`src/hdl/fsp_pkg.sv`:
```
// ----------------------------------------------------------------------------
// fsp_pkg: shared types and constants
// Word formats, operation codes and cell control for the first substring
// position unit.
// ----------------------------------------------------------------------------
package fsp_pkg;

  localparam int MAX_PATTERN = 16;
  localparam int SYM_W       = 21;
  localparam int POS_W       = 32;
  localparam int CNT_W       = $clog2(MAX_PATTERN + 1);

  localparam logic [POS_W-1:0] POS_MAX = {POS_W{1'b1}};

  typedef enum logic [1:0] {
    OP_CLEAR  = 2'd0,
    OP_APPEND = 2'd1,
    OP_SOURCE = 2'd2
  } op_e;

  typedef struct packed {
    logic [1:0]       op;
    logic [SYM_W-1:0] symbol;
    logic             last;
  } in_word_t;

  typedef struct packed {
    logic             found;
    logic [POS_W-1:0] position;
  } out_word_t;

  // Broadcast control shared by every cell of the chain.
  typedef struct packed {
    logic             clr_pat;
    logic             clr_search;
    logic             step;
    logic [SYM_W-1:0] sym;
  } cell_ctl_t;

endpackage

```
`src/hdl/fsp_cell.sv`:
```
// ----------------------------------------------------------------------------
// fsp_cell: one pattern position
// Holds one pattern symbol and the partial-match bit of the prefix that ends
// at this position; the match bit moves one cell along per source symbol.
// ----------------------------------------------------------------------------
module fsp_cell (
  input  logic                      clk,
  input  logic                      rst_n,
  input  fsp_pkg::cell_ctl_t        ctl,
  input  logic                      load,
  input  logic                      prev_match,
  input  logic                      next_active,
  output logic                      match,
  output logic                      active,
  output logic                      hit
);
  import fsp_pkg::*;

  logic [SYM_W-1:0] pat_sym_r;
  logic             active_r;
  logic             active_nxt;
  logic             match_r;
  logic             match_nxt;
  logic             step_match;

  // Prefix through this cell matches when the shorter prefix matched one
  // symbol ago and this cell's symbol equals the current one.
  assign step_match = active_r && prev_match && (pat_sym_r == ctl.sym);

  // The tail cell is the last active one; it flags a complete match.
  assign hit = ctl.step && step_match && !next_active;

  always_comb begin
    active_nxt = active_r;
    if (ctl.clr_pat) begin
      active_nxt = 1'b0;
    end else if (load) begin
      active_nxt = 1'b1;
    end

    match_nxt = match_r;
    if (ctl.clr_search) begin
      match_nxt = 1'b0;
    end else if (ctl.step) begin
      match_nxt = step_match;
    end
  end

  always_ff @(posedge clk) begin
    if (!rst_n) begin
      active_r <= 1'b0;
      match_r  <= 1'b0;
    end else begin
      active_r <= active_nxt;
      match_r  <= match_nxt;
    end
  end

  always_ff @(posedge clk) begin
    if (load) begin
      pat_sym_r <= ctl.sym;
    end
  end

  assign match  = match_r;
  assign active = active_r;

endmodule

```
`src/hdl/fsp_out_stage.sv`:
```
// ----------------------------------------------------------------------------
// fsp_out_stage: result register with skid
// Output register plus one skid entry so that the input side keeps moving
// while a result waits on a stalled receiver.
// ----------------------------------------------------------------------------
module fsp_out_stage (
  input  logic               clk,
  input  logic               rst_n,
  input  logic               push,
  input  fsp_pkg::out_word_t push_data,
  output logic               full,
  output logic               out_valid,
  input  logic               out_stall,
  output fsp_pkg::out_word_t out_data
);
  import fsp_pkg::*;

  out_word_t out_data_r;
  out_word_t out_data_nxt;
  logic      out_valid_r;
  logic      out_valid_nxt;
  out_word_t skid_data_r;
  out_word_t skid_data_nxt;
  logic      skid_valid_r;
  logic      skid_valid_nxt;
  logic      pop;

  assign pop = out_valid_r && !out_stall;

  always_comb begin
    out_data_nxt   = out_data_r;
    out_valid_nxt  = out_valid_r;
    skid_data_nxt  = skid_data_r;
    skid_valid_nxt = skid_valid_r;
    if (skid_valid_r) begin
      // Input is held off while the skid entry is occupied.
      if (pop) begin
        out_data_nxt   = skid_data_r;
        skid_valid_nxt = 1'b0;
      end
    end else if (push) begin
      if (out_valid_r && !pop) begin
        skid_data_nxt  = push_data;
        skid_valid_nxt = 1'b1;
      end else begin
        out_data_nxt  = push_data;
        out_valid_nxt = 1'b1;
      end
    end else if (pop) begin
      out_valid_nxt = 1'b0;
    end
  end

  always_ff @(posedge clk) begin
    if (!rst_n) begin
      out_valid_r  <= 1'b0;
      skid_valid_r <= 1'b0;
    end else begin
      out_valid_r  <= out_valid_nxt;
      skid_valid_r <= skid_valid_nxt;
    end
  end

  always_ff @(posedge clk) begin
    out_data_r  <= out_data_nxt;
    skid_data_r <= skid_data_nxt;
  end

  assign full      = skid_valid_r;
  assign out_valid = out_valid_r;
  assign out_data  = out_data_r;

endmodule

```
`src/hdl/first_substring_position_unit.sv`:
```
// ----------------------------------------------------------------------------
// first_substring_position_unit: streaming first-occurrence search
// Each result is registered in the output stage before it shows on out_valid.
// Throughput: one word per cycle; every cell of the match chain updates in parallel.
// Input stalls only when both the output register and its skid entry are full.
// Reset clears pattern length, match bits, source index and output valids;
// pattern symbols are not cleared and are ignored until loaded.
// ----------------------------------------------------------------------------
module first_substring_position_unit (
  input  logic               clk,
  input  logic               rst_n,
  input  logic               in_valid,
  output logic               in_stall,
  input  fsp_pkg::in_word_t  in_data,
  output logic               out_valid,
  input  logic               out_stall,
  output fsp_pkg::out_word_t out_data
);
  import fsp_pkg::*;

  logic             accept;
  logic             do_clear;
  logic             do_append;
  logic             do_source;
  cell_ctl_t        ctl;
  logic [CNT_W-1:0] count_r;
  logic [CNT_W-1:0] count_nxt;
  logic [POS_W-1:0] src_idx_r;
  logic [POS_W-1:0] src_idx_nxt;
  logic             done_r;
  logic             done_nxt;
  logic [MAX_PATTERN-1:0] load_sel;
  logic [MAX_PATTERN-1:0] match_q;
  logic [MAX_PATTERN:0]   act_chain;
  logic [MAX_PATTERN-1:0] cell_hit;
  logic             hit;
  logic             res_push;
  out_word_t        res_data;
  logic             stage_full;

  assign accept = in_valid && !in_stall;

  always_comb begin
    do_clear  = 1'b0;
    do_append = 1'b0;
    do_source = 1'b0;
    unique case (in_data.op)
      OP_CLEAR:  do_clear  = accept;
      OP_APPEND: do_append = accept;
      OP_SOURCE: do_source = accept;
      default: ;
    endcase
  end

  assign ctl.clr_pat    = do_clear;
  assign ctl.clr_search = do_clear || do_append || (do_source && in_data.last);
  assign ctl.step       = do_source && !done_r;
  assign ctl.sym        = in_data.symbol;

  assign act_chain[MAX_PATTERN] = 1'b0;

  for (genvar j = 0; j < MAX_PATTERN; j++) begin : g_cell
    logic prev;
    if (j == 0) begin : g_head
      assign prev = 1'b1;
    end else begin : g_body
      assign prev = match_q[j-1];
    end

    assign load_sel[j] = do_append && (count_r == CNT_W'(j));

    fsp_cell u_cell (
      .clk         (clk),
      .rst_n       (rst_n),
      .ctl         (ctl),
      .load        (load_sel[j]),
      .prev_match  (prev),
      .next_active (act_chain[j+1]),
      .match       (match_q[j]),
      .active      (act_chain[j]),
      .hit         (cell_hit[j])
    );
  end

  assign hit      = |cell_hit;
  assign res_push = ctl.step && (hit || in_data.last);

  always_comb begin
    res_data.found    = hit;
    res_data.position = '0;
    if (hit) begin
      if (src_idx_r == POS_MAX) begin
        res_data.position = POS_MAX;
      end else begin
        // Start index is the current index less the pattern length plus one.
        res_data.position = src_idx_r + POS_W'(1) - POS_W'(count_r);
      end
    end
  end

  always_comb begin
    count_nxt = count_r;
    if (do_clear) begin
      count_nxt = '0;
    end else if (do_append && (count_r != CNT_W'(MAX_PATTERN))) begin
      count_nxt = count_r + CNT_W'(1);
    end

    src_idx_nxt = src_idx_r;
    done_nxt    = done_r;
    if (ctl.clr_search) begin
      src_idx_nxt = '0;
      done_nxt    = 1'b0;
    end else if (ctl.step) begin
      if (src_idx_r != POS_MAX) begin
        src_idx_nxt = src_idx_r + POS_W'(1);
      end
      if (hit) begin
        done_nxt = 1'b1;
      end
    end
  end

  always_ff @(posedge clk) begin
    if (!rst_n) begin
      count_r   <= '0;
      src_idx_r <= '0;
      done_r    <= 1'b0;
    end else begin
      count_r   <= count_nxt;
      src_idx_r <= src_idx_nxt;
      done_r    <= done_nxt;
    end
  end

  fsp_out_stage u_out (
    .clk       (clk),
    .rst_n     (rst_n),
    .push      (res_push),
    .push_data (res_data),
    .full      (stage_full),
    .out_valid (out_valid),
    .out_stall (out_stall),
    .out_data  (out_data)
  );

  assign in_stall = stage_full;

`ifndef SYNTH
  a_count_range: assert property (@(posedge clk) disable iff (!rst_n)
    count_r <= CNT_W'(MAX_PATTERN))
    else $error("pattern length beyond capacity");

  a_single_tail: assert property (@(posedge clk) disable iff (!rst_n)
    $onehot0(cell_hit))
    else $error("more than one cell reports a complete match");

  a_hit_needs_pattern: assert property (@(posedge clk) disable iff (!rst_n)
    hit |-> (count_r != '0) && !done_r)
    else $error("match reported with empty pattern or after search done");

  a_done_silent: assert property (@(posedge clk) disable iff (!rst_n)
    done_r && do_source |-> !res_push)
    else $error("result produced after the match was already reported");
`endif

endmodule

```
`config.mk`:
```
export PLATFORM = sky130hd
export DESIGN_NAME = first_substring_position_unit
export DESIGN_NICKNAME = d
export VERILOG_FILES = /design/src/hdl/fsp_pkg.sv /design/src/hdl/fsp_cell.sv /design/src/hdl/fsp_out_stage.sv /design/src/hdl/first_substring_position_unit.sv
export SDC_FILE = /design/constraint.sdc
export NUM_CORES = 1
export LEC_CHECK = 0
export CAP_MARGIN = 5
export CORE_MARGIN = 3
export CORE_UTILIZATION = 50
export DETAILED_ROUTE_END_ITERATION = 16
export DONT_BUFFER_PORTS = 1
export MAX_ROUTING_LAYER = met4
export PLACE_DENSITY = 0.68
export SLEW_MARGIN = 20
export SYNTH_ARGS = -nofsm -noshare
export SYNTH_HDL_FRONTEND = slang
export SYNTH_HIERARCHICAL = 1
export SYNTH_SLANG_ARGS = --single-unit
```
`constraint.sdc`:
```
create_clock -name clk -period 8.5 [get_ports clk]
set_input_delay 0.85 -clock clk [delete_from_list [all_inputs] [get_ports clk]]
set_output_delay 0.85 -clock clk [all_outputs]
set_load 0.01 [all_outputs]
```
# ---- Word level (Yosys, flattened, before mapping)
# Index checks and enable logic that the tools add are counted.
dict set report word_totals {
  elab_cells 235
  in_bits 28
  n_memories 0
  romBits 0
  latchBits 0
  register_bits 473
  mem_bits_rw 0
}
dict set report classes {
  eq_ne 39
  n_mul 0
  bitwise_logic 2
  div 0
  n_addsub 3
  magnitude_cmp 0
  mux 16
  n_reduce_logical 119
  n_shift 0
}
# cell count
set op_table {}
lappend op_table {{$eq 21x21->1} 16}
lappend op_table {{$mux 33} 4}
lappend op_table {{$logic_and 1x1->1} 85}
lappend op_table {{$mux 32} 2}
lappend op_table {{$eq 5x4->1 const B} 8}
lappend op_table {{$add 32x1->32 const B} 1}
lappend op_table {{$eq 32x32->1 const B} 1}
lappend op_table {{$ne 32x32->1 const B} 1}
lappend op_table {{$sub 32x5->32} 1}
lappend op_table {{$eq 5x3->1 const B} 4}
lappend op_table {{$logic_not 1->1} 19}
lappend op_table {{$reduce_or 16->1} 1}
lappend op_table {{$eq 5x2->1 const B} 2}
lappend op_table {{$mux 1} 10}
lappend op_table {{$reduce_and 3->1} 3}
lappend op_table {{$add 5x1->5 const B} 1}
lappend op_table {{$eq 5x1->1 const B} 1}
lappend op_table {{$logic_not 5->1} 1}
lappend op_table {{$ne 5x5->1 const B} 1}
lappend op_table {{$ne 2x2->1 const B} 2}
lappend op_table {{$reduce_and 2->1} 2}
lappend op_table {{$reduce_bool 2->1} 2}
lappend op_table {{$reduce_or 2->1} 2}
lappend op_table {{$logic_or 1x1->1} 3}
lappend op_table {{5 further kinds} 6}

# ---- Logic depth before layout (Yosys ltp)
dict set report depth {
  ltp_word 11
  mapped_depth 14
}

# ---- Cells and area by module
# The synthesis kept the hierarchy.
# module seq_area_each_um2 instances cells_per_inst area_each_um2
set by_module_without_submodules {}
lappend by_module_without_submodules {fsp_cell 670.6 16 64 989.7}
lappend by_module_without_submodules {first_substring_position_unit 760.7 1 509 3663.5}
lappend by_module_without_submodules {fsp_out_stage 2021.9 1 115 2622.5}

# ---- Worst setup path before layout
# Ideal clock, no wire load.
dict set report synth_timing {
  kind {in2reg}
  start {in in_valid}
  end {reg u_out.out_data_r (netlist bit u_out/out_data[0]) (enable)}
  path_slack_ns 2.336
  t_required_ns 8.026
  cell_stages 14
  arrival_time_ns 5.690
  setup_ns 0.474
  n_path_buf 0
  path_cell_list {nand2b_1 > nor2_1 > nand2_1 > nor2_1 > nand3_1 > nor2_1 > nand4_1 > nor3_1 > nor4_1 > and4_1 > inv_1 > o21a_1 > nand2b_1 > a21boi_0}
}
# item line
set synth_lines {}
lappend synth_lines {{start: declaration} first_substring_position_unit.sv:12} ;# input logic in_valid,
lappend synth_lines {{end signal: assignment} fsp_out_stage.sv:65} ;# out_data_r <= out_data_nxt;
lappend synth_lines {{end: declaration} fsp_out_stage.sv:18} ;# out_word_t out_data_r;

==> flow_metrics.py <==
metrics = {
    "critical_path": {
        "timing.rr.start": "u_out/full$_SDFF_PN0_",
        "cp.arrival_ps": 4760,
        "reg2reg_depth": 17,
        "crit_path_cell_trace": "nand2b_1, nor2_1, nand2_1, nor2_2, buf_4, nand3_1, nor2_1, nand4_1, nor3_1, nor4_1, and4_1, buf_4, inv_1, o21a_1, nand2b_1, nor2_2, buf_4",
        "cp-end-kind": "flip-flop",
        "critPathKind": "reg -> reg",
        "crit_fanout": 37,
        "r2r_end": "u_out/skid_data_r[3]$_DFFE_PP_",
        "cpPeakStageDelay_ps": 660,
        "ff2ff_setup_slack_ps": 4000,
        "crit_required_ps": 8760,
        "cpMaxStageDelayCell": "nor2_2",
        "cpMostUsedCell": "buf_4",
        "startpoint_type": "flip-flop",
    },
    "placement": {
        "io_buffer_count": 0,
        "globalplace.congestion": 0.890,
        "dp_hpwl_um": 29800,
    },
    "routing": {
        "routedWlPerCell_um": 20.8,
        "drt_pass1_iterations": 5,
        "drt-initial-drc-count": 1079,
        "routed_wl_um": 47700,
        "vias": 13200,
        "avgViaCountPerCell": 5.76,
        "postRouteAntennaNets": 0,
        "drc_errors": 0,
    },
    "power_and_ir_drop": {
        "power_density_mw_per_mm2": 194,
        "seq_power_share": 0.533,
        "total_leakage_power_nw": 8.01,
        "pwr-share-comb": 0.033,
        "peakVddDrop_v": 0.000199,
        "internal-power_w": 0.00375,
        "swShare": 0.207,
        "p_clk_frac": 0.434,
        "switchingPower_w": 0.000978,
        "power_w": 0.00473,
    },
    "clock_tree": {
        "clockRootBuffer": "clkbuf_16",
        "cts_made_buffers": 49,
        "clk_latency_ps": 590,
        "cts_resized": 0,
        "clock-sinks": 473,
        "cts.repair_timing.setup_buffer_count": 0,
        "tritoncts": "yes",
        "clk_pin_slew_ps": 60,
        "htree_levels": 2,
        "cts_max_path_buffers": 3,
        "holdBufCountCts": 0,
    },
    "hold_path": {
        "hold_class": "in -> reg",
        "min_from": "in_data[2]",
        "hold_depth": 0,
        "min_to": "g_cell[9].u_cell/pat_sym_r[1]$_DFFE_PP_",
    },
    "floorplan": {
        "die-area_mm2": 0.0466,
        "rows": 76,
        "start_util": 0.508,
        "ios": 63,
        "dieWidth_um": 216,
        "die_h_um": 216,
        "core-area_mm2": 0.0434,
    },
    "yosys": {
        "yosys_warnings": 6,
        "syn_inst": 1640,
        "synth_area_per_cell_um2": 13.4,
        "synth_nets": 1680,
        "synth_area_mm2": 0.0220,
    },
    "sta": {
        "fmax_mhz": 222,
        "setup_tns_ps": 0,
        "finalHoldViolCount": 0,
        "setup_viol": 0,
        "slew_viol_final": 0,
        "skew_ps": 17.2,
        "max-slew-margin-rel": 0.298,
        "finalCriticalPeriod_ps": 4500,
        "rsz0062_at_grt": "no",
        "min_period_over_period": 0.529,
        "worstMarginPinSlew_ps": 1050,
    },
    "run_status": {
        "outcome": "complete, no violations",
    },
    "run": {
        "maxCapViolCount": 0,
    },
    "cells_and_area": {
        "drive_gt1_frac": 0.123,
        "fin_nets": 1704,
        "syn2layout_area_growth_pct": 10.4,
        "antennaDiodeCount": 0,
    },
    "global_route": {
        "grt_overflow": 0,
        "grt_usage": 0.210,
        "grt_pass1_wl_um": 74900,
        "grt_start_max_net_pins": 39,
        "grt_pass1_vias": 13300,
        "antenna_found_initial": 0,
    },
}
[layer usage]
metal,track usage,up-vias,wire [um]
met1,0.279,6591,21100
met3,0.0369,92,2540
met5,-,-,0
li1,-,6149,-
met2,0.331,350,22600
met4,0.0696,0,1400
[registers in the layout, indices dropped and copies added, names as in the netlist]
signal	flops
u_out/out_valid	1
g_cell.u_cell/active	16
count_r	5
g_cell.u_cell/match	15
src_idx_r	32
done_r	1
u_out/out_data	33
u_out/full	1
g_cell.u_cell/pat_sym_r	336
u_out/skid_data_r	33
[through the flow]
step / util / std cells / setup slack (ps) / area (um^2) / hold slack [ps]
2_1_floorplan: - / 1640 / 2360 / 22000 / 437
4_1_cts: 0.560 / 2288 / 4070 / 24300 / 326
3_5_place_dp: 0.524 / 2197 / 3640 / 22700 / 485
5_1_grt: 0.561 / 2289 / 3710 / 24300 / 325
6_report: 0.561 / 2289 / 4000 / 24300 / 357
3_3_place_gp: 0.524 / 2197 / 3760 / 22700 / 478
[cells in the final DEF, fill, tap and decap left out, types with 16 or more instances in the layout]
| cell | n |
|---|---|
| a21oi_1 | 32 |
| clkbuf_1 | 16 |
| clkbuf_16 | 50 |
| dfxtp_1 | 70 |
| edfxtp_1 | 402 |
| inv_1 | 27 |
| mux2_4 | 27 |
| nand2_1 | 69 |
| nand3_1 | 39 |
| nand4_1 | 45 |
| nor2_1 | 109 |
| nor3_1 | 43 |
| nor4_1 | 100 |
| nor4_2 | 34 |
| xnor2_1 | 53 |
| xor2_1 | 363 |
[worst max-delay path, delay by kind of cell (launching register included)]
family	cells	cell delay, ps
buffers and inverters	4	1270
AOI/OAI and AO/OA	1	170
and+or+nand+nor	12	2350
DFF	1	310
[power by group through the flow]
stage	registers, W	logic [W]	clock network [W]
after floorplan	0.00257	0.000123	0
final	0.00252	0.000155	0.00206
after global placement	0.00257	0.000149	0
after global routing	0.00252	0.000172	0.00219
after CTS	0.00252	0.000153	0.00210
after detailed placement	0.00257	0.000152	0
[final cells by class]
type / count / area (um^2)
fill: 3523 / 19000
multi-input combinational: 1100 / 8360
inverter: 27 / 101
tap: 585 / 732
clock inverter: 22 / 184
clock buffer: 69 / 1350
timing repair buffer: 13 / 118
sequential: 473 / 13500
[worst max path at each step]
stage / to / from / depth (start not counted)
global placement: u_out/skid_data_r[0]$_DFFE_PP_ / in_valid / 17
CTS: u_out/skid_data_r[2]$_DFFE_PP_ / u_out/full$_SDFF_PN0_ / 17
global route: src_idx_r[11]$_SDFFE_PP0P_ / src_idx_r[0]$_SDFFE_PP0P_ / 9
detailed placement: u_out/skid_data_r[2]$_DFFE_PP_ / in_valid / 17
finish: u_out/skid_data_r[3]$_DFFE_PP_ / u_out/full$_SDFF_PN0_ / 17
floorplan: u_out/out_data[0]$_DFFE_PP_ / in_valid / 14
Note: power is estimated with default switching activity, not from simulation.
